===== src/sv/fpa_pkg.sv =====
// Package for the fixed-point ALU: opcodes, stage payload type and saturation helpers.
// No dependencies; used by the ALU modules and the testbench, not by the interfaces.
`timescale 1ns / 1ps

package fpa_pkg;

   localparam int FRACTION_BITS_DEFAULT = 8;
   localparam int DIV_STEPS             = 32;

   localparam logic [3:0] OP_ADD     = 4'd0;
   localparam logic [3:0] OP_SUB     = 4'd1;
   localparam logic [3:0] OP_MUL     = 4'd2;
   localparam logic [3:0] OP_DIV     = 4'd3;
   localparam logic [3:0] OP_MIN     = 4'd4;
   localparam logic [3:0] OP_MAX     = 4'd5;
   localparam logic [3:0] OP_INC     = 4'd6;
   localparam logic [3:0] OP_DEC     = 4'd7;
   localparam logic [3:0] OP_TOINT   = 4'd8;
   localparam logic [3:0] OP_FROMINT = 4'd9;

   localparam logic [31:0] MAX_RAW = 32'h7fff_ffff;
   localparam logic [31:0] MIN_RAW = 32'h8000_0000;

   // Payload carried along the pipe after the decode stage
   typedef struct packed {
      logic [3:0]  op;
      logic [31:0] res;    // result of the operations done in the decode stage
      logic        ov;
      logic        gt;
      logic        lt;
      logic        eq;
      logic [63:0] prod;   // signed a*b
      logic        dz;
      logic        big;    // divide quotient at or above 2^32
      logic        neg;    // divide result sign
      logic [31:0] d;      // divisor magnitude
      logic [31:0] rem;    // partial remainder
      logic [31:0] nlow;   // dividend bits still to shift in
      logic [31:0] q;      // quotient bits so far
   } stage_type;

   // {overflow, value} of a signed 64-bit value clamped to 32 bits
   function automatic logic [32:0] sat_signed(input logic signed [63:0] v);
      logic [32:0] r;
      if (v > 64'sd2147483647) begin
         r = {1'b1, MAX_RAW};
      end else if (v < -64'sd2147483648) begin
         r = {1'b1, MIN_RAW};
      end else begin
         r = {1'b0, v[31:0]};
      end
      return r;
   endfunction

   // Same from a magnitude (at most 2^62) and a sign
   function automatic logic [32:0] sat_mag(input logic [63:0] m, input logic neg);
      logic signed [63:0] v;
      v = neg ? -$signed(m) : $signed(m);
      return sat_signed(v);
   endfunction

endpackage


===== src/sv/fpa_back.sv =====
// Rounding, sign and saturation for multiply and divide; output register.
// Depends on fpa_pkg.
`timescale 1ns / 1ps

module fpa_back #(
   parameter int FRACTION_BITS = fpa_pkg::FRACTION_BITS_DEFAULT
) (
   input  logic               clock,
   input  logic               reset,
   input  logic               en,
   input  logic               in_valid,
   input  fpa_pkg::stage_type in_st,
   output logic               out_valid,
   output logic [31:0]        out_result,
   output logic               out_gt,
   output logic               out_lt,
   output logic               out_eq,
   output logic               out_dz,
   output logic               out_ov
);

   logic        valid_ff;
   logic [31:0] res_ff, res_in;
   logic        gt_ff, lt_ff, eq_ff, dz_ff, ov_ff, ov_in;
   logic [63:0] mag_p, qm, qd;
   logic [32:0] sm, sd;
   logic        rnd;

   always_comb begin
      mag_p = in_st.prod[63] ? 64'd0 - in_st.prod : in_st.prod;
      qm    = (mag_p + (64'd1 << (FRACTION_BITS - 1))) >> FRACTION_BITS;
      sm    = fpa_pkg::sat_mag(qm, in_st.prod[63]);

      // half away from zero: bump when twice the remainder reaches the divisor
      rnd   = {in_st.rem, 1'b0} >= {1'b0, in_st.d};
      qd    = {32'd0, in_st.q} + {63'd0, rnd};
      sd    = fpa_pkg::sat_mag(qd, in_st.neg);

      case (in_st.op)
         fpa_pkg::OP_MUL: begin
            res_in = sm[31:0];
            ov_in  = sm[32];
         end
         fpa_pkg::OP_DIV: begin
            if (in_st.dz) begin
               res_in = 32'd0 - (32'd1 << FRACTION_BITS);
               ov_in  = 1'b0;
            end else if (in_st.big) begin
               res_in = in_st.neg ? fpa_pkg::MIN_RAW : fpa_pkg::MAX_RAW;
               ov_in  = 1'b1;
            end else begin
               res_in = sd[31:0];
               ov_in  = sd[32];
            end
         end
         default: begin
            res_in = in_st.res;
            ov_in  = in_st.ov;
         end
      endcase
   end

   always_ff @(posedge clock) begin
      if (reset) begin
         valid_ff <= 1'b0;
      end else if (en) begin
         valid_ff <= in_valid;
      end
   end

   always_ff @(posedge clock) begin
      if (en) begin
         res_ff <= res_in;
         ov_ff  <= ov_in;
         gt_ff  <= in_st.gt;
         lt_ff  <= in_st.lt;
         eq_ff  <= in_st.eq;
         dz_ff  <= in_st.dz;
      end
   end

   assign out_valid  = valid_ff;
   assign out_result = res_ff;
   assign out_gt     = gt_ff;
   assign out_lt     = lt_ff;
   assign out_eq     = eq_ff;
   assign out_dz     = dz_ff;
   assign out_ov     = ov_ff;

endmodule


===== config.mk =====
export PLATFORM = sky130hd
export DESIGN_NAME = fpa_back
export DESIGN_NICKNAME = d
export VERILOG_FILES = /design/src/sv/fpa_pkg.sv /design/src/sv/fpa_back.sv
export SDC_FILE = /design/constraint.sdc
export NUM_CORES = 1
export LEC_CHECK = 0
export BUFFER_PORTS_ARGS = -buffer_cell sky130_fd_sc_hd__clkbuf_2
export CAP_MARGIN = 20
export CORE_ASPECT_RATIO = 0.8
export CORE_MARGIN = 2
export CORE_UTILIZATION = 35
export CTS_CLUSTER_DIAMETER = 40
export DETAILED_ROUTE_END_ITERATION = 16
export GPL_ROUTABILITY_DRIVEN = 0
export PLACE_DENSITY = 0.64
export SLEW_MARGIN = 20
export SYNTH_ARGS = -nofsm -noshare
export SYNTH_HDL_FRONTEND = slang
export SYNTH_SLANG_ARGS = --single-unit

===== constraint.sdc =====
create_clock -name clock -period 9.04 [get_ports clock]
set_input_delay 1.356 -clock clock [delete_from_list [all_inputs] [get_ports clock]]
set_output_delay 1.356 -clock clock [all_outputs]
set_load 0.02 [all_outputs]

==> flow_metrics.py <==
metrics = {
    "outcome": {
        "status": "complete, no violations",
    },
    "sta": {
        "setup_ws_ns": 0.609,
        "period_share": 0.933,
        "setup_viol": 0,
        "min_period_ns": 8.43,
        "worstMarginPinSlew_ns": 1.04,
        "fin_worst_skew_ns": 0,
        "setup_tns_ns": 0,
        "slew_viol_final": 0,
        "hold_viol": 0,
        "fmax_mhz": 119,
        "relSlewSlack": 0.308,
        "rsz0062_at_grt": "false",
    },
    "power_and_ir_drop": {
        "p_per_area_nw_per_um2": 80.3,
        "sw_frac_of_total": 0.408,
        "ir_worst_vdd_uv": 77.2,
        "combPwrFrac": 0.530,
        "seqPwrFrac": 0.227,
        "p_clk_frac": 0.243,
        "p_int_w": 0.000576,
        "switchingPower_w": 0.000397,
        "leakage_nw": 4.58,
    },
    "drt": {
        "wl_um": 36000,
        "firstDrtPassIters": 5,
        "antenna_left": 0,
        "drc_errors": 0,
        "drt_iter0_drc": 1232,
        "vias_per_cell": 5.83,
        "wl_per_cell_um": 17.8,
        "num_vias": 11700,
    },
    "grt": {
        "grt_use_total": 0.226,
        "grt_max_degree": 63,
        "grt.overflow.total": 0,
        "grt_pass1_wl_um": 57300,
        "antenna_found_initial": 1,
        "grt_pass1_vias": 10700,
    },
    "clock_tree": {
        "clock_sinks": 38,
        "cts_buffers": 5,
        "cts_tree": "built",
        "cts_hold_repair.buffers": 0,
        "post-cts-setup-buffer-count": 0,
        "cts.clk_slew.worst_paths_ns": 0.06,
        "clk_latency_ns": 0.28,
        "clockBufferDepth": 2,
        "cts_resized": 0,
        "h-tree-depth": 2,
        "clockRootBuffer": "clkbuf_16",
    },
    "logic_synthesis": {
        "synth_seq_area_share": 0.109,
        "synth-main-ff-cell": "edfxtp_1",
        "ys_types": 93,
        "synth_nets": 1720,
        "netlist_area_um2": 10400,
        "synthTopCellsByCount": "144 x xnor2_1, 138 x nand2_1, 89 x a21oi_1, 87 x nor2_1, 75 x xor2_1",
        "ys_async_sr_fraction": 0,
        "syn_area_per_cell_um2": 7.18,
        "yosysMostFrequentCell": "xnor2_1",
        "synth.area.top_cells": "xnor2_1 12%, edfxtp_1 11%, xor2_1 6.3%",
        "synth_edf_count": 37,
        "syn-instance-count": 1445,
        "ys_ff_latch": 38,
        "yosys_warnings": 0,
        "synth.largest_area_cell": "xnor2_1",
        "synthDominantCellAreaShare": 0.122,
    },
    "layout": {
        "drive_gt1_frac": 0.211,
        "syn_to_final_growth_pct": 16.8,
        "num_antenna_cells": 0,
        "finalNonFillerCells": 2015,
        "fin_nets": 1912,
    },
    "worst_setup_path": {
        "worstPathRequired_ns": 9.06,
        "max_stage_delay_ns": 0.56,
        "cpMostUsedCell": "a21oi_1",
        "cp-start-kind": "primary input",
        "rr_startpoint": "out_valid",
        "critPathKind": "in2reg",
        "worst_path_max_delay_cell": "or4_1",
        "path_max_fanout": 5,
        "worst-path-buf-inv": 2,
        "crit_family": "compound AO/OA/AOI/OAI gates",
        "cp_data_arrival_time_ns": 8.45,
        "end_kind": "flip-flop",
        "crit_start": "in_st[97]",
    },
    "floorplanning": {
        "rows": 56,
        "floorplan.initialDensity": 0.355,
        "top_level_ports": 277,
        "die_h_um": 158,
        "dieWidth_um": 196,
        "floorplan.die_area_um2": 31000,
        "core_region_area_um2": 29200,
    },
    "placement": {
        "placement.io_buffers": 244,
        "post-place-ws_ns": 0.145,
        "dp.cells": 2007,
        "dpl.hpwl_um": 29900,
    },
    "worst_hold_path": {
        "holdCritPathClass": "reg2reg",
        "min-delay-start": "out_valid",
    },
    "run": {
        "maxCapViolCount": 0,
    },
}
[metrics by stage]
stage / util / area [um2] / hold slack, ns / power (W)
3_3_place_gp: 0.407 / 11900 / 0.478 / 0.000722
3_5_place_dp: 0.407 / 11900 / 0.493 / 0.000731
2_1_floorplan: - / 10400 / 0.579 / 0.000560
6_report: 0.415 / 12100 / 0.509 / 0.000974
4_1_cts: 0.414 / 12100 / 0.507 / 0.000969
5_1_grt: 0.415 / 12100 / 0.524 / 0.00104
[sequential cells by signal, summed over array words and instances, names as in the netlist]
signal and flops:
out_lt 1, out_valid 1, out_result 32, out_ov 1
out_gt 1, out_dz 1, out_eq 1
[layer usage]
layer	vias up	wire length (um)	global-route usage
met3	24	3110	0.0343
li1	5813	-	-
met2	491	14800	0.339
met4	2	348	0.0332
met1	5416	17700	0.343
met5	-	13	0
[final timing paths]
path                                  endpoint  slack [ns]  cells past startpoint
worst min register to register       out_valid        0.51                      2
worst max register to register       out_valid        8.45                      2
worst max-delay path            out_result[20]        0.61                     39
worst min-delay path                 out_valid        0.51                      2
[cells in the final DEF, fill, tap and decap left out, types with 6 or more instances in the layout]
master	instances
a21boi_0	6
o21ai_0	70
ha_1	36
a211oi_1	9
and4_1	7
nor2_1	87
or3_1	30
a31oi_1	20
or4_1	25
nand3b_1	10
xnor2_1	144
nand4b_1	9
a21o_1	12
or2_2	14
o211ai_1	20
nor3_1	49
xor2_1	75
and3_1	24
nor2b_1	10
nand2_1	138
edfxtp_1	37
a21oi_1	89
a41oi_1	7
buf_4	29
nand4_1	36
mux2_2	6
inv_1	57
nor4_1	37
o31ai_1	42
nand3_1	47
nand2b_1	27
o221ai_2	10
o31a_1	6
mux2i_1	8
and2_1	22
o221ai_1	8
o41ai_1	23
clkbuf_2	243
[cell type report]
class,count,area [um2]
fillers,3070,17100
multi-input cells,1263,8670
repair buffers,272,1430
flip-flops and latches,38,1130
well taps,377,472
inverters,57,214
clock buffers,6,139
clock inverters,2,60.1
[tightest hold or removal path: stages, from the launching register on]
cell and delay [ns]:
dfxtp_1 0.32, mux2i_1 0.06, nor2_1 0.09
[power groups by stage]
stage | sequential [W] | combinational, W | clock (W)
after global placement | 0.000224 | 0.000498 | 0
after floorplan | 0.000242 | 0.000317 | 0
final | 0.000221 | 0.000516 | 0.000237
after CTS | 0.000220 | 0.000509 | 0.000239
after global routing | 0.000222 | 0.000568 | 0.000246
after detailed placement | 0.000224 | 0.000507 | 0
[cell families (layout without fill, tap and decap cells)]
group | after synthesis | count (layout) | synth area share
xor+xnor | 219 | 219 | 0.185
flops | 38 | 38 | 0.109
buf+inv | 144 | 337 | 0.0582
compound gates | 387 | 387 | 0.266
mux | 14 | 14 | 0.0142
simple gates | 607 | 607 | 0.324
fa+ha+maj | 36 | 36 | 0.0434
Power figures use the tool's default switching activity.
