--- src/sv/fpa_pkg.sv ---
// Package for the fixed-point ALU: opcodes, stage payload type and saturation helpers.
// No dependencies; used by the ALU modules and the testbench, not by the interfaces.
`timescale 1ns / 1ps

package fpa_pkg;

   localparam int FRACTION_BITS_DEFAULT = 8;
   localparam int DIV_STEPS             = 32;

   localparam logic [3:0] OP_ADD     = 4'd0;
   localparam logic [3:0] OP_SUB     = 4'd1;
   localparam logic [3:0] OP_MUL     = 4'd2;
   localparam logic [3:0] OP_DIV     = 4'd3;
   localparam logic [3:0] OP_MIN     = 4'd4;
   localparam logic [3:0] OP_MAX     = 4'd5;
   localparam logic [3:0] OP_INC     = 4'd6;
   localparam logic [3:0] OP_DEC     = 4'd7;
   localparam logic [3:0] OP_TOINT   = 4'd8;
   localparam logic [3:0] OP_FROMINT = 4'd9;

   localparam logic [31:0] MAX_RAW = 32'h7fff_ffff;
   localparam logic [31:0] MIN_RAW = 32'h8000_0000;

   // Payload carried along the pipe after the decode stage
   typedef struct packed {
      logic [3:0]  op;
      logic [31:0] res;    // result of the operations done in the decode stage
      logic        ov;
      logic        gt;
      logic        lt;
      logic        eq;
      logic [63:0] prod;   // signed a*b
      logic        dz;
      logic        big;    // divide quotient at or above 2^32
      logic        neg;    // divide result sign
      logic [31:0] d;      // divisor magnitude
      logic [31:0] rem;    // partial remainder
      logic [31:0] nlow;   // dividend bits still to shift in
      logic [31:0] q;      // quotient bits so far
   } stage_type;

   // {overflow, value} of a signed 64-bit value clamped to 32 bits
   function automatic logic [32:0] sat_signed(input logic signed [63:0] v);
      logic [32:0] r;
      if (v > 64'sd2147483647) begin
         r = {1'b1, MAX_RAW};
      end else if (v < -64'sd2147483648) begin
         r = {1'b1, MIN_RAW};
      end else begin
         r = {1'b0, v[31:0]};
      end
      return r;
   endfunction

   // Same from a magnitude (at most 2^62) and a sign
   function automatic logic [32:0] sat_mag(input logic [63:0] m, input logic neg);
      logic signed [63:0] v;
      v = neg ? -$signed(m) : $signed(m);
      return sat_signed(v);
   endfunction

endpackage

--- src/sv/fpa_div_stage.sv ---
// One restoring-division step: one quotient bit per stage, registered.
// Depends on fpa_pkg.
`timescale 1ns / 1ps

module fpa_div_stage (
   input  logic               clock,
   input  logic               reset,
   input  logic               en,
   input  logic               in_valid,
   input  fpa_pkg::stage_type in_st,
   output logic               out_valid,
   output fpa_pkg::stage_type out_st
);

   logic               valid_ff;
   fpa_pkg::stage_type st_ff, st_in;
   logic [32:0]        rem2, diff;
   logic               ge;

   always_comb begin
      rem2       = {in_st.rem, in_st.nlow[31]};
      diff       = rem2 - {1'b0, in_st.d};
      ge         = rem2 >= {1'b0, in_st.d};
      st_in      = in_st;
      st_in.rem  = ge ? diff[31:0] : rem2[31:0];
      st_in.nlow = {in_st.nlow[30:0], 1'b0};
      st_in.q    = {in_st.q[30:0], ge};
   end

   always_ff @(posedge clock) begin
      if (reset) begin
         valid_ff <= 1'b0;
      end else if (en) begin
         valid_ff <= in_valid;
      end
   end

   always_ff @(posedge clock) begin
      if (en) begin
         st_ff <= st_in;
      end
   end

   assign out_valid = valid_ff;
   assign out_st    = st_ff;

endmodule

--- config.mk ---
export PLATFORM = sky130hd
export DESIGN_NAME = fpa_div_stage
export DESIGN_NICKNAME = d
export VERILOG_FILES = /design/src/sv/fpa_pkg.sv /design/src/sv/fpa_div_stage.sv
export SDC_FILE = /design/constraint.sdc
export NUM_CORES = 1
export LEC_CHECK = 0
export BUFFER_PORTS_ARGS = -buffer_cell sky130_fd_sc_hd__buf_2
export CORE_AREA = 2 2 183 185
export CTS_CLUSTER_SIZE = 16
export DETAILED_ROUTE_END_ITERATION = 7
export DIE_AREA = 0 0 185 187
export GPL_TIMING_DRIVEN = 0
export PLACE_DENSITY_LB_ADDON = 0.15
export SLEW_MARGIN = 0
export SYNTH_ARGS = -nofsm -noshare
export SYNTH_HDL_FRONTEND = slang
export SYNTH_SLANG_ARGS = --single-unit
export TNS_END_PERCENT = 20
--- constraint.sdc ---
create_clock -name clock -period 5.15 [get_ports clock]
set_clock_uncertainty 0.2 [all_clocks]
set_input_delay 1.03 -clock clock [delete_from_list [all_inputs] [get_ports clock]]
set_output_delay 1.03 -clock clock [all_outputs]
set_load 0.01 [all_outputs]
==> load_flow_metrics.sql <==
INSERT INTO impl_metrics (metric_group, metric, value, unit) VALUES
('global_routing', 'grt_first_pass_wirelength', '41600', 'um'),
('floorplanning', 'boundaryPins', '475', ''),
('synthesis', 'synth.ff_latch_count', '235', ''),
('clock_tree', 'worstSkewPairLatency', '530', 'ps'),
('routing', 'wl', '29400', 'um'),
('layout', 'num-fill-cells', '3262', ''),
('clock_tree', 'numCtsBuffers', '28', ''),
('global_routing', 'gr-total-overflow', '0', ''),
('timing', 'setup_violation_total_in_the_final_timing_report', '0', ''),
('pwr', 'power.switching', '1.25', 'mW'),
('timing', 'report.final.hold_viol_count', '0', ''),
('clock_tree', 'cts_resized', '0', ''),
('floorplanning', 'floorplan.initialDensity', '28.2', '%'),
('clock_tree', 'post_cts_buffers', '0', ''),
('floorplanning', 'std_cell_rows', '67', ''),
('synthesis', 'post-synth-top-area-fraction', '75.7', '%'),
('synthesis', 'most_instantiated_library_cell_after_synthesis', 'sky130_fd_sc_hd__edfxtp_1', ''),
('synthesis', 'synth_common_cells', 'sky130_fd_sc_hd__edfxtp_1, sky130_fd_sc_hd__a21oi_1, sky130_fd_sc_hd__inv_1', ''),
('synthesis', 'post_synth_main_area_contributors', 'sky130_fd_sc_hd__edfxtp_1, sky130_fd_sc_hd__ha_1, sky130_fd_sc_hd__a21oi_1', ''),
('setup_path', 'required', '5220', 'ps'),
('routing', 'vias_per_cell', '4.35', ''),
('global_routing', 'number_of_global_route_vias_before_repair', '6793', ''),
('layout', 'final_layout_size_suffix_gt1_share', '49.1', '%'),
('pwr', 'combinational_fraction_of_design_power', '14.2', '%'),
('synthesis', 'asyncSetResetFlopFracSynth', '0', '%'),
('routing', 'routed-via-count', '6777', ''),
('pwr', 'power_density', '389', 'nW/um^2'),
('clock_tree', 'cts.reportedPaths.clkPinSlew', '60', 'ps'),
('pwr', 'fin_total_pwr', '5.14', 'mW'),
('pwr', 'seq_power_share', '45.6', '%'),
('synthesis', 'netlist_instances', '582', ''),
('hold_path', 'worst_hold_path_type', 'reg -> reg', ''),
('routing', 'antenna_left', '0', ''),
('setup_path', 'critPathMaxStageDelay', '510', 'ps'),
('synthesis', 'synth_fp_nets', '854', ''),
('layout', 'num-nets-final', '1357', ''),
('pwr', 'cellLeakagePower', '5.77', 'nW'),
('timing', 'maxSlewHeadroom', '40.1', '%'),
('routing', 'drtPass1Iterations', '4', ''),
('setup_path', 'setup.worst_path.start_class', 'input port', ''),
('setup_path', 'end_kind', 'register', ''),
('timing', 'fmax', '0.238', 'GHz'),
('setup_path', 'critPathArrivalTime', '4270', 'ps'),
('layout', 'post-route-cell-area', '13200', 'sq um'),
('pwr', 'power.internal', '3.89', 'mW'),
('floorplanning', 'dieHeight', '187', 'um'),
('global_routing', 'grt_start_max_net_pins', '123', ''),
('placed_design', 'cell_area_after_placement', '12200', 'sq um'),
('clock_tree', 'clock_tree.htree_level_count', '1', ''),
('pwr', 'switching_share', '24.3', '%'),
('routing', 'average_routed_wire_per_standard_cell', '18.8', 'um'),
('pwr', 'vdd.ir_drop.worst', '0.249', 'mV'),
('layout', 'area_delta_synth_final', '42.5', '%'),
('synthesis', 'synth_flop_cell', 'sky130_fd_sc_hd__edfxtp_1', ''),
('global_routing', 'antenna_found_initial', '18', ''),
('placed_design', 'port_buffers', '472', ''),
('pwr', 'power.share.clock', '40.1', '%'),
('synthesis', 'synth_warnings', '0', ''),
('clock_tree', 'clock_root_buffer', 'sky130_fd_sc_hd__clkbuf_16', ''),
('placed_design', 'placer_s_final_routability_congestion_estimate', '0.817', ''),
('run_status', 'status', 'finished clean', ''),
('timing', 'minimum_period_implied_by_the_final_worst_setup_slack', '4200', 'ps'),
('setup_path', 'crit_family', 'compound AO/OA/AOI/OAI gates', ''),
('timing', 'grt_setup_unrepaired', 'false', ''),
('clock_tree', 'ctsHoldBuffers', '0', ''),
('synthesis', 'syn-cell-area', '9280', 'sq um'),
('floorplanning', 'std_cell_core_area', '32900', 'sq um'),
('setup_path', 'critPathKind', 'in -> reg', ''),
('setup_path', 'critical_path_cell_sequence', 'buf_2 > inv_1 > ha_1 > clkbuf_1 > nand4_1 > or4_1 > a21oi_1 > nor3_1 > a211oi_2 > o21ai_2 > o31ai_4 > buf_4 > mux2_1', ''),
('flow_run', 'cap_viol_max_count', '0', ''),
('synthesis', 'synth-edff-count', '234', '');
-- area by class of cell --
class / instances / area, sq um / area share [%]
timing repair buffer: 473 / 2400 / 18.1
clock buffer: 33 / 741 / 5.60
clock inverter: 18 / 230 / 1.74
multi-input combinational: 291 / 2000 / 15.1
inverter: 38 / 143 / 1.08
antenna: 5 / 12.5 / 0.0946
tap: 448 / 561 / 4.24
buffer: 18 / 93.8 / 0.710
sequential: 235 / 7050 / 53.3
-- cells by family (layout without fill, tap and decap cells) --
family | count (synthesis) | in the layout | share of synthesized area, %
AO/OA/AOI/OAI | 118 | 118 | 7.93
XOR/XNOR | 27 | 27 | 2.55
adder cells (fa/ha/maj) | 33 | 33 | 4.53
buffers and inverters | 56 | 580 | 2.55
flip-flops | 235 | 235 | 75.9
multiplexers | 13 | 13 | 1.54
other | 1 | 6 | 0.0404
AND/OR/NAND/NOR | 99 | 99 | 4.92
-- cell usage in the layout, fill, tap and decap left out, types with 4 or more instances in the layout --
cell and count:
sky130_fd_sc_hd__mux2_1 4, sky130_fd_sc_hd__nand2_1 27, sky130_fd_sc_hd__nand3_1 8, sky130_fd_sc_hd__nor4_1 4, sky130_fd_sc_hd__nand4_1 7, sky130_fd_sc_hd__diode_2 5, sky130_fd_sc_hd__xor2_1 11, sky130_fd_sc_hd__o21a_1 6
sky130_fd_sc_hd__xnor2_1 16, sky130_fd_sc_hd__o211ai_1 4, sky130_fd_sc_hd__a21o_1 12, sky130_fd_sc_hd__nor2_1 37, sky130_fd_sc_hd__o21ai_0 16, sky130_fd_sc_hd__clkinv_2 8, sky130_fd_sc_hd__inv_1 38, sky130_fd_sc_hd__bufinv_16 5
sky130_fd_sc_hd__a21oi_1 54, sky130_fd_sc_hd__nand2b_1 4, sky130_fd_sc_hd__clkbuf_1 9, sky130_fd_sc_hd__mux2_2 6, sky130_fd_sc_hd__buf_4 4, sky130_fd_sc_hd__ha_1 32, sky130_fd_sc_hd__clkbuf_16 29, sky130_fd_sc_hd__edfxtp_1 234
sky130_fd_sc_hd__a31oi_1 5, sky130_fd_sc_hd__buf_2 479
-- power by group through the flow --
stage	logic [mW]	clock network, mW	registers, mW
after floorplan	0.244	0	2.49
after global placement	0.737	0	2.39
after detailed placement	0.744	0	2.38
after CTS	0.748	2.14	2.35
after global routing	0.802	2.21	2.36
final	0.732	2.06	2.34
-- worst reg2reg max path: stages (launching register included) --
cell and delay, ps:
sky130_fd_sc_hd__dfxtp_1 310, sky130_fd_sc_hd__mux2i_1 120, sky130_fd_sc_hd__nor2_1 50
-- per-stage QoR --
stage | std cells | setup TNS, ps | util (%) | hold slack, ps | setup slack (ps)
2_1_floorplan | 582 | 0 | - | 328 | 1150
3_3_place_gp | 1502 | -127840 | 37.1 | 277 | -631
3_5_place_dp | 1503 | 0 | 37.2 | 283 | 346
4_1_cts | 1554 | 0 | 40.2 | 298 | 910
5_1_grt | 1556 | 0 | 40.2 | 350 | 637
6_report | 1559 | 0 | 40.2 | 294 | 955
-- path summary, 6_finish.rpt --
| kind | end | cells past startpoint | slack [ps] | from |
|---|---|---|---|---|
| max reg2reg | out_valid$_SDFFE_PP0P_ | 2 | 4370 | out_valid$_SDFFE_PP0P_ |
| min | out_valid$_SDFFE_PP0P_ | 2 | 290 | out_valid$_SDFFE_PP0P_ |
| min reg2reg | out_valid$_SDFFE_PP0P_ | 2 | 290 | out_valid$_SDFFE_PP0P_ |
| max | out_st[94]$_DFFE_PP_ | 13 | 950 | in_st[108] |
-- sequential cells by signal (all words and copies together), names as in the netlist --
register,flops
out_valid,1
out_st,234
-- per-layer routing --
layer / global-route usage [%] / vias to the layer above / wire length, um
met4: 4.12 / 28 / 637
met3: 6.33 / 65 / 2970
met1: 16.6 / 3188 / 10200
li1: - / 3210 / -
met2: 30.2 / 286 / 15400
met5: 0 / - / 188
Note: power is estimated with default switching activity, not from simulation.
