File: src/sv/fpa_pkg.sv
// Package for the fixed-point ALU: opcodes, stage payload type and saturation helpers.
// No dependencies; used by the ALU modules and the testbench, not by the interfaces.
`timescale 1ns / 1ps

package fpa_pkg;

   localparam int FRACTION_BITS_DEFAULT = 8;
   localparam int DIV_STEPS             = 32;

   localparam logic [3:0] OP_ADD     = 4'd0;
   localparam logic [3:0] OP_SUB     = 4'd1;
   localparam logic [3:0] OP_MUL     = 4'd2;
   localparam logic [3:0] OP_DIV     = 4'd3;
   localparam logic [3:0] OP_MIN     = 4'd4;
   localparam logic [3:0] OP_MAX     = 4'd5;
   localparam logic [3:0] OP_INC     = 4'd6;
   localparam logic [3:0] OP_DEC     = 4'd7;
   localparam logic [3:0] OP_TOINT   = 4'd8;
   localparam logic [3:0] OP_FROMINT = 4'd9;

   localparam logic [31:0] MAX_RAW = 32'h7fff_ffff;
   localparam logic [31:0] MIN_RAW = 32'h8000_0000;

   // Payload carried along the pipe after the decode stage
   typedef struct packed {
      logic [3:0]  op;
      logic [31:0] res;    // result of the operations done in the decode stage
      logic        ov;
      logic        gt;
      logic        lt;
      logic        eq;
      logic [63:0] prod;   // signed a*b
      logic        dz;
      logic        big;    // divide quotient at or above 2^32
      logic        neg;    // divide result sign
      logic [31:0] d;      // divisor magnitude
      logic [31:0] rem;    // partial remainder
      logic [31:0] nlow;   // dividend bits still to shift in
      logic [31:0] q;      // quotient bits so far
   } stage_type;

   // {overflow, value} of a signed 64-bit value clamped to 32 bits
   function automatic logic [32:0] sat_signed(input logic signed [63:0] v);
      logic [32:0] r;
      if (v > 64'sd2147483647) begin
         r = {1'b1, MAX_RAW};
      end else if (v < -64'sd2147483648) begin
         r = {1'b1, MIN_RAW};
      end else begin
         r = {1'b0, v[31:0]};
      end
      return r;
   endfunction

   // Same from a magnitude (at most 2^62) and a sign
   function automatic logic [32:0] sat_mag(input logic [63:0] m, input logic neg);
      logic signed [63:0] v;
      v = neg ? -$signed(m) : $signed(m);
      return sat_signed(v);
   endfunction

endpackage

File: src/sv/fpa_front.sv
// Input register plus decode stage: simple ops, compare, product, divide set-up.
// Depends on fpa_pkg.
`timescale 1ns / 1ps

module fpa_front #(
   parameter int FRACTION_BITS = fpa_pkg::FRACTION_BITS_DEFAULT
) (
   input  logic               clock,
   input  logic               reset,
   input  logic               en,
   input  logic               in_valid,
   input  logic [3:0]         in_op,
   input  logic [31:0]        in_a,
   input  logic [31:0]        in_b,
   output logic               out_valid,
   output fpa_pkg::stage_type out_st
);

   logic               v1_ff, v2_ff;
   logic [3:0]         op1_ff;
   logic [31:0]        a1_ff, b1_ff;
   fpa_pkg::stage_type st_ff, st_in;

   logic signed [63:0] ax, bx;
   logic [31:0]        mag_a, mag_b;
   logic [63:0]        n64;
   logic [32:0]        sr;
   logic [31:0]        ti;

   always_comb begin
      ax    = {{32{a1_ff[31]}}, a1_ff};
      bx    = {{32{b1_ff[31]}}, b1_ff};
      mag_a = a1_ff[31] ? 32'd0 - a1_ff : a1_ff;
      mag_b = b1_ff[31] ? 32'd0 - b1_ff : b1_ff;
      n64   = {32'd0, mag_a} << FRACTION_BITS;
      ti    = mag_a >> FRACTION_BITS;

      st_in.op = op1_ff;
      st_in.gt = $signed(a1_ff) > $signed(b1_ff);
      st_in.lt = $signed(a1_ff) < $signed(b1_ff);
      st_in.eq = a1_ff == b1_ff;

      case (op1_ff)
         fpa_pkg::OP_ADD:     sr = fpa_pkg::sat_signed(ax + bx);
         fpa_pkg::OP_SUB:     sr = fpa_pkg::sat_signed(ax - bx);
         fpa_pkg::OP_MIN:     sr = {1'b0, st_in.lt ? a1_ff : b1_ff};
         fpa_pkg::OP_MAX:     sr = {1'b0, st_in.gt ? a1_ff : b1_ff};
         fpa_pkg::OP_INC:     sr = fpa_pkg::sat_signed(ax + 64'sd1);
         fpa_pkg::OP_DEC:     sr = fpa_pkg::sat_signed(ax - 64'sd1);
         fpa_pkg::OP_TOINT:   sr = {1'b0, a1_ff[31] ? 32'd0 - ti : ti};
         fpa_pkg::OP_FROMINT: sr = fpa_pkg::sat_mag(n64, a1_ff[31]);
         default:             sr = '0;
      endcase
      st_in.res  = sr[31:0];
      st_in.ov   = sr[32];

      st_in.prod = ax * bx;
      st_in.dz   = (op1_ff == fpa_pkg::OP_DIV) && (b1_ff == 32'd0);
      st_in.d    = mag_b;
      st_in.big  = n64[63:32] >= mag_b;
      st_in.neg  = a1_ff[31] ^ b1_ff[31];
      st_in.rem  = n64[63:32];
      st_in.nlow = n64[31:0];
      st_in.q    = '0;
   end

   always_ff @(posedge clock) begin
      if (reset) begin
         v1_ff <= 1'b0;
         v2_ff <= 1'b0;
      end else if (en) begin
         v1_ff <= in_valid;
         v2_ff <= v1_ff;
      end
   end

   always_ff @(posedge clock) begin
      if (en) begin
         op1_ff <= in_op;
         a1_ff  <= in_a;
         b1_ff  <= in_b;
         st_ff  <= st_in;
      end
   end

   assign out_valid = v2_ff;
   assign out_st    = st_ff;

endmodule

File: config.mk
export PLATFORM = sky130hd
export DESIGN_NAME = fpa_front
export DESIGN_NICKNAME = d
export VERILOG_FILES = /design/src/sv/fpa_pkg.sv /design/src/sv/fpa_front.sv
export SDC_FILE = /design/constraint.sdc
export NUM_CORES = 2
export LEC_CHECK = 0
export ABC_AREA = 0
export BUFFER_PORTS_ARGS = -buffer_cell sky130_fd_sc_hd__buf_2
export CORE_ASPECT_RATIO = 1.5
export CORE_MARGIN = 2
export CORE_UTILIZATION = 65
export CTS_CLUSTER_SIZE = 14
export DETAILED_ROUTE_END_ITERATION = 10
export MAX_ROUTING_LAYER = met4
export PLACE_DENSITY = 0.84
export SLEW_MARGIN = 25
export SYNTH_ARGS = -nofsm -noshare
export SYNTH_HDL_FRONTEND = slang
export SYNTH_SLANG_ARGS = --single-unit
File: constraint.sdc
create_clock -name clock -period 14.3 [get_ports clock]
set_input_delay 4.29 -clock clock [delete_from_list [all_inputs] [get_ports clock]]
set_output_delay 4.29 -clock clock [all_outputs]
set_load 0.05 [all_outputs]
==> summary by stage <==
Run status
The run finished with clean final reports.

Clocking
Clock tree synthesis found a total of 241 sinks. TritonCTS created 28 clock buffers. The clock passes through at most 3 buffers. After clock tree synthesis, the flow added hold-fix buffers numbering 0.

The H-tree depth is 1. The count of instances resized after the clock tree is built is 0. The number of setup buffers added after CTS is 0. After clock tree synthesis, the clock-pin slew on the worst setup and hold paths is 0.08 ns. The worst-skew pair later-pin latency is 0.67 ns. The root cell of the clock tree is sky130_fd_sc_hd__clkbuf_16.

TritonCTS built the clock tree.

Place
Once placement finished, the instance area stood at 57400 um^2. The post-place setup slack is 3.83 ns. Summed over all nets, the half-perimeter wirelength after detailed placement is 153 mm.

At the end of routability-driven placement, the weighted congestion stood at 1.06. Port buffering added 243 buffers.

Worst setup path
STA classifies the critical path endpoint as a register. The kind of cell adding the most delay to the critical path is adder cells. The total buffers and inverters traversed by the critical path is 6. The critical path data required time is 14.65 ns. In this run the worst path has a maximum fanout of 31.

The critical-path cell with the highest stage delay is sky130_fd_sc_hd__a2111oi_0. By instance count, the cell type seen most on the critical path is sky130_fd_sc_hd__fa_1. Setup slack on the worst reg-to-reg path comes out at 3.56 ns.

The category of the critical setup timing path is reg2reg. In this design, the stage delay of the slowest critical-path cell is 0.93 ns. The worst endpoint data arrival time is 11.09 ns.

The worst setup path is launched from a register.

Synthesis
Yosys printed 0 warnings. Summing every instance area after synthesis gives 55500 um^2. In this run, distinct cell masters in the synthesized netlist total 108. In the synthesized netlist, the number of instances is 6095. In this run, synthesis produced a sequential element count of 241. The share of the Yosys chip area taken by registers is 0.130. Counting flops with a built-in enable in the synthesized netlist gives 239. Averaged over all synthesized cells, the footprint is 9.10 um^2.

The top flip-flop cell by instance count after synthesis is sky130_fd_sc_hd__edfxtp_1. Of all flip-flops after synthesis, the portion carrying an async set or reset was 0.

Cells and area
The multi-input combinational cell area is 42200 um^2. The register area is 7220 um^2. Leaving out fill and tap cells, the most frequent cells in the layout are sky130_fd_sc_hd__inv_1 (1157), sky130_fd_sc_hd__fa_1 (1084), sky130_fd_sc_hd__nand2_1 (665). In the final design database the tool counted 7535 nets. The library cell used most frequently in the layout, excluding fill and tap cells, is sky130_fd_sc_hd__inv_1. The ratio of cells with drive above 1 in the final layout is 0.0809. Counting the fill cells in the layout gives 6457.

The relative area change from synthesis to final layout is 5.15%. The finished layout cell area is 58300 um^2.

STA
In the finished design, the share of the clock period the worst path needs comes to 0.751. The count of final max-slew check failures is 0. At the pin with the least slew margin, the transition time is 1.22 ns.

The fmax is 93.1 MHz. Measured against its own limit, the worst slew margin works out to 0.185. The routed design could run at a clock period as short as 10.74 ns. The final count of negative-setup-slack endpoints is 0. The setup slack after layout is 3.56 ns. The setup total negative slack is 0 ns. Setup repair after global routing left no endpoint under its margin. Clock skew on the completed layout was measured at 0.0686 ns. The total count of hold-check failures in the final report was 0.

Floorplan
The area of the placeable core is 84700 um^2. The number of top-level design ports is 308. The overall die area is 87800 um^2. The standard-cell row count is 131. The x dimension of the die is 243 um. The initial utilization of the core area, before any placement, comes to 0.655.

The floorplan step set the die height to 362 um.

Route
The detailed-route wire length is 199 mm. The post-route DRC violation count is 0. In this run the remaining antenna-violating nets after routing total 0. The number of vias after detailed routing is 46400. Dividing the detail-routed via count by the number of cells gives 6.38. After the first detailed-routing iteration, the DRC count stood at 5132.

Dividing the detail-routed wire length by the instance count gives 27.3 um. The first detailed-routing pass took 8 iterations.

Global routing
The via count of the first global-routing pass is 49200. In the global route stage, overall resource usage came out at 0.480. The first global-routing pass estimated 302 mm of wire. Summed over all layers, the global routing overflow is 0. The number of antenna violations at the first check in global routing is 15.

The largest net degree at the start of global routing is 102.

Hold path
The type of the tightest min-delay check is reg2reg.

Job
The tool flagged a number of max-cap violations equal to 0.
[worst register-to-register path, delay by kind of cell (launching register included)]
family / cells / cell delay [ns]
AOI/OAI and AO/OA: 11 / 3.77
xor gates and xnor gates: 1 / 0.08
adders and majority gates: 9 / 4.45
buffers and inverters: 6 / 1.46
DFF: 1 / 0.33
and+or+nand+nor: 1 / 0.33
[cell usage after synthesis (68+ instances only)]
cell type,instances,area [um^2]
sky130_fd_sc_hd__a21oi_1,182,911
sky130_fd_sc_hd__o21ai_0,125,626
sky130_fd_sc_hd__inv_1,1157,4340
sky130_fd_sc_hd__ha_1,264,3300
sky130_fd_sc_hd__xnor2_1,197,1730
sky130_fd_sc_hd__clkbuf_1,302,1130
sky130_fd_sc_hd__fa_1,1084,21700
sky130_fd_sc_hd__nor2_1,367,1380
sky130_fd_sc_hd__nand2_1,665,2500
sky130_fd_sc_hd__buf_4,68,510
sky130_fd_sc_hd__and2_1,397,2480
sky130_fd_sc_hd__edfxtp_1,239,7180
[layer usage]
metal / vias to the layer above / global-route usage / wire (um)
li1: 19000 / - / -
met1: 23100 / 0.546 / 64400
met2: 3209 / 0.748 / 92200
met3: 1060 / 0.0949 / 21300
met4: 0 / 0.375 / 20900
met5: - / - / 0
[area by class of cell]
| class | count | area share |
|---|---|---|
| Timing Repair Buffer | 371 | 0.0375 |
| Tap cell | 1130 | 0.0242 |
| Clock buffer | 31 | 0.0126 |
| Inverter | 1169 | 0.0752 |
| Clock inverter | 16 | 0.00298 |
| Antenna cell | 15 | 0.000643 |
| Multi-Input combinational cell | 4304 | 0.723 |
| Sequential cell | 241 | 0.124 |
[worst paths after layout]
kind	from	cells past startpoint	endpoint
setup / recovery	b1_ff[11]$_DFFE_PP_	28	out_st[194]$_DFFE_PP_
hold / removal	out_valid$_SDFFE_PP0P_	2	out_valid$_SDFFE_PP0P_
setup reg to reg	b1_ff[11]$_DFFE_PP_	28	out_st[194]$_DFFE_PP_
hold reg to reg	out_valid$_SDFFE_PP0P_	2	out_valid$_SDFFE_PP0P_
[sequential cells by signal (all words and copies together) (netlist names)]
signal / count
out_valid: 1
b1_ff: 32
op1_ff: 4
out_st: 171
a1_ff: 32
v1_ff: 1
[metrics by stage]
step	instances	hold WS [ns]	util
floorplan	6158	0.424	-
global placement	7214	0.481	0.677
detailed placement	7214	0.489	0.677
CTS	7261	0.508	0.688
global route	7273	0.551	0.688
finish	7277	0.521	0.688
[kinds of logic (layout without fill, tap and decap cells)]
logic type / count (synthesis) / in the layout / share of synthesized area
AO/OA/AOI/OAI: 760 / 760 / 0.0944
XOR/XNOR: 248 / 248 / 0.0392
adder cells (fa/ha/maj): 1348 / 1348 / 0.451
buffers and inverters: 1613 / 1587 / 0.115
flip-flops: 241 / 241 / 0.130
multiplexers: 32 / 32 / 0.00584
other: 1 / 79 / 0.0000676
AND/OR/NAND/NOR: 1852 / 1852 / 0.165
Power is left out: the tool's default activity adds up to more than one toggle a clock period on the data nets, which glitch-free logic cannot reach.
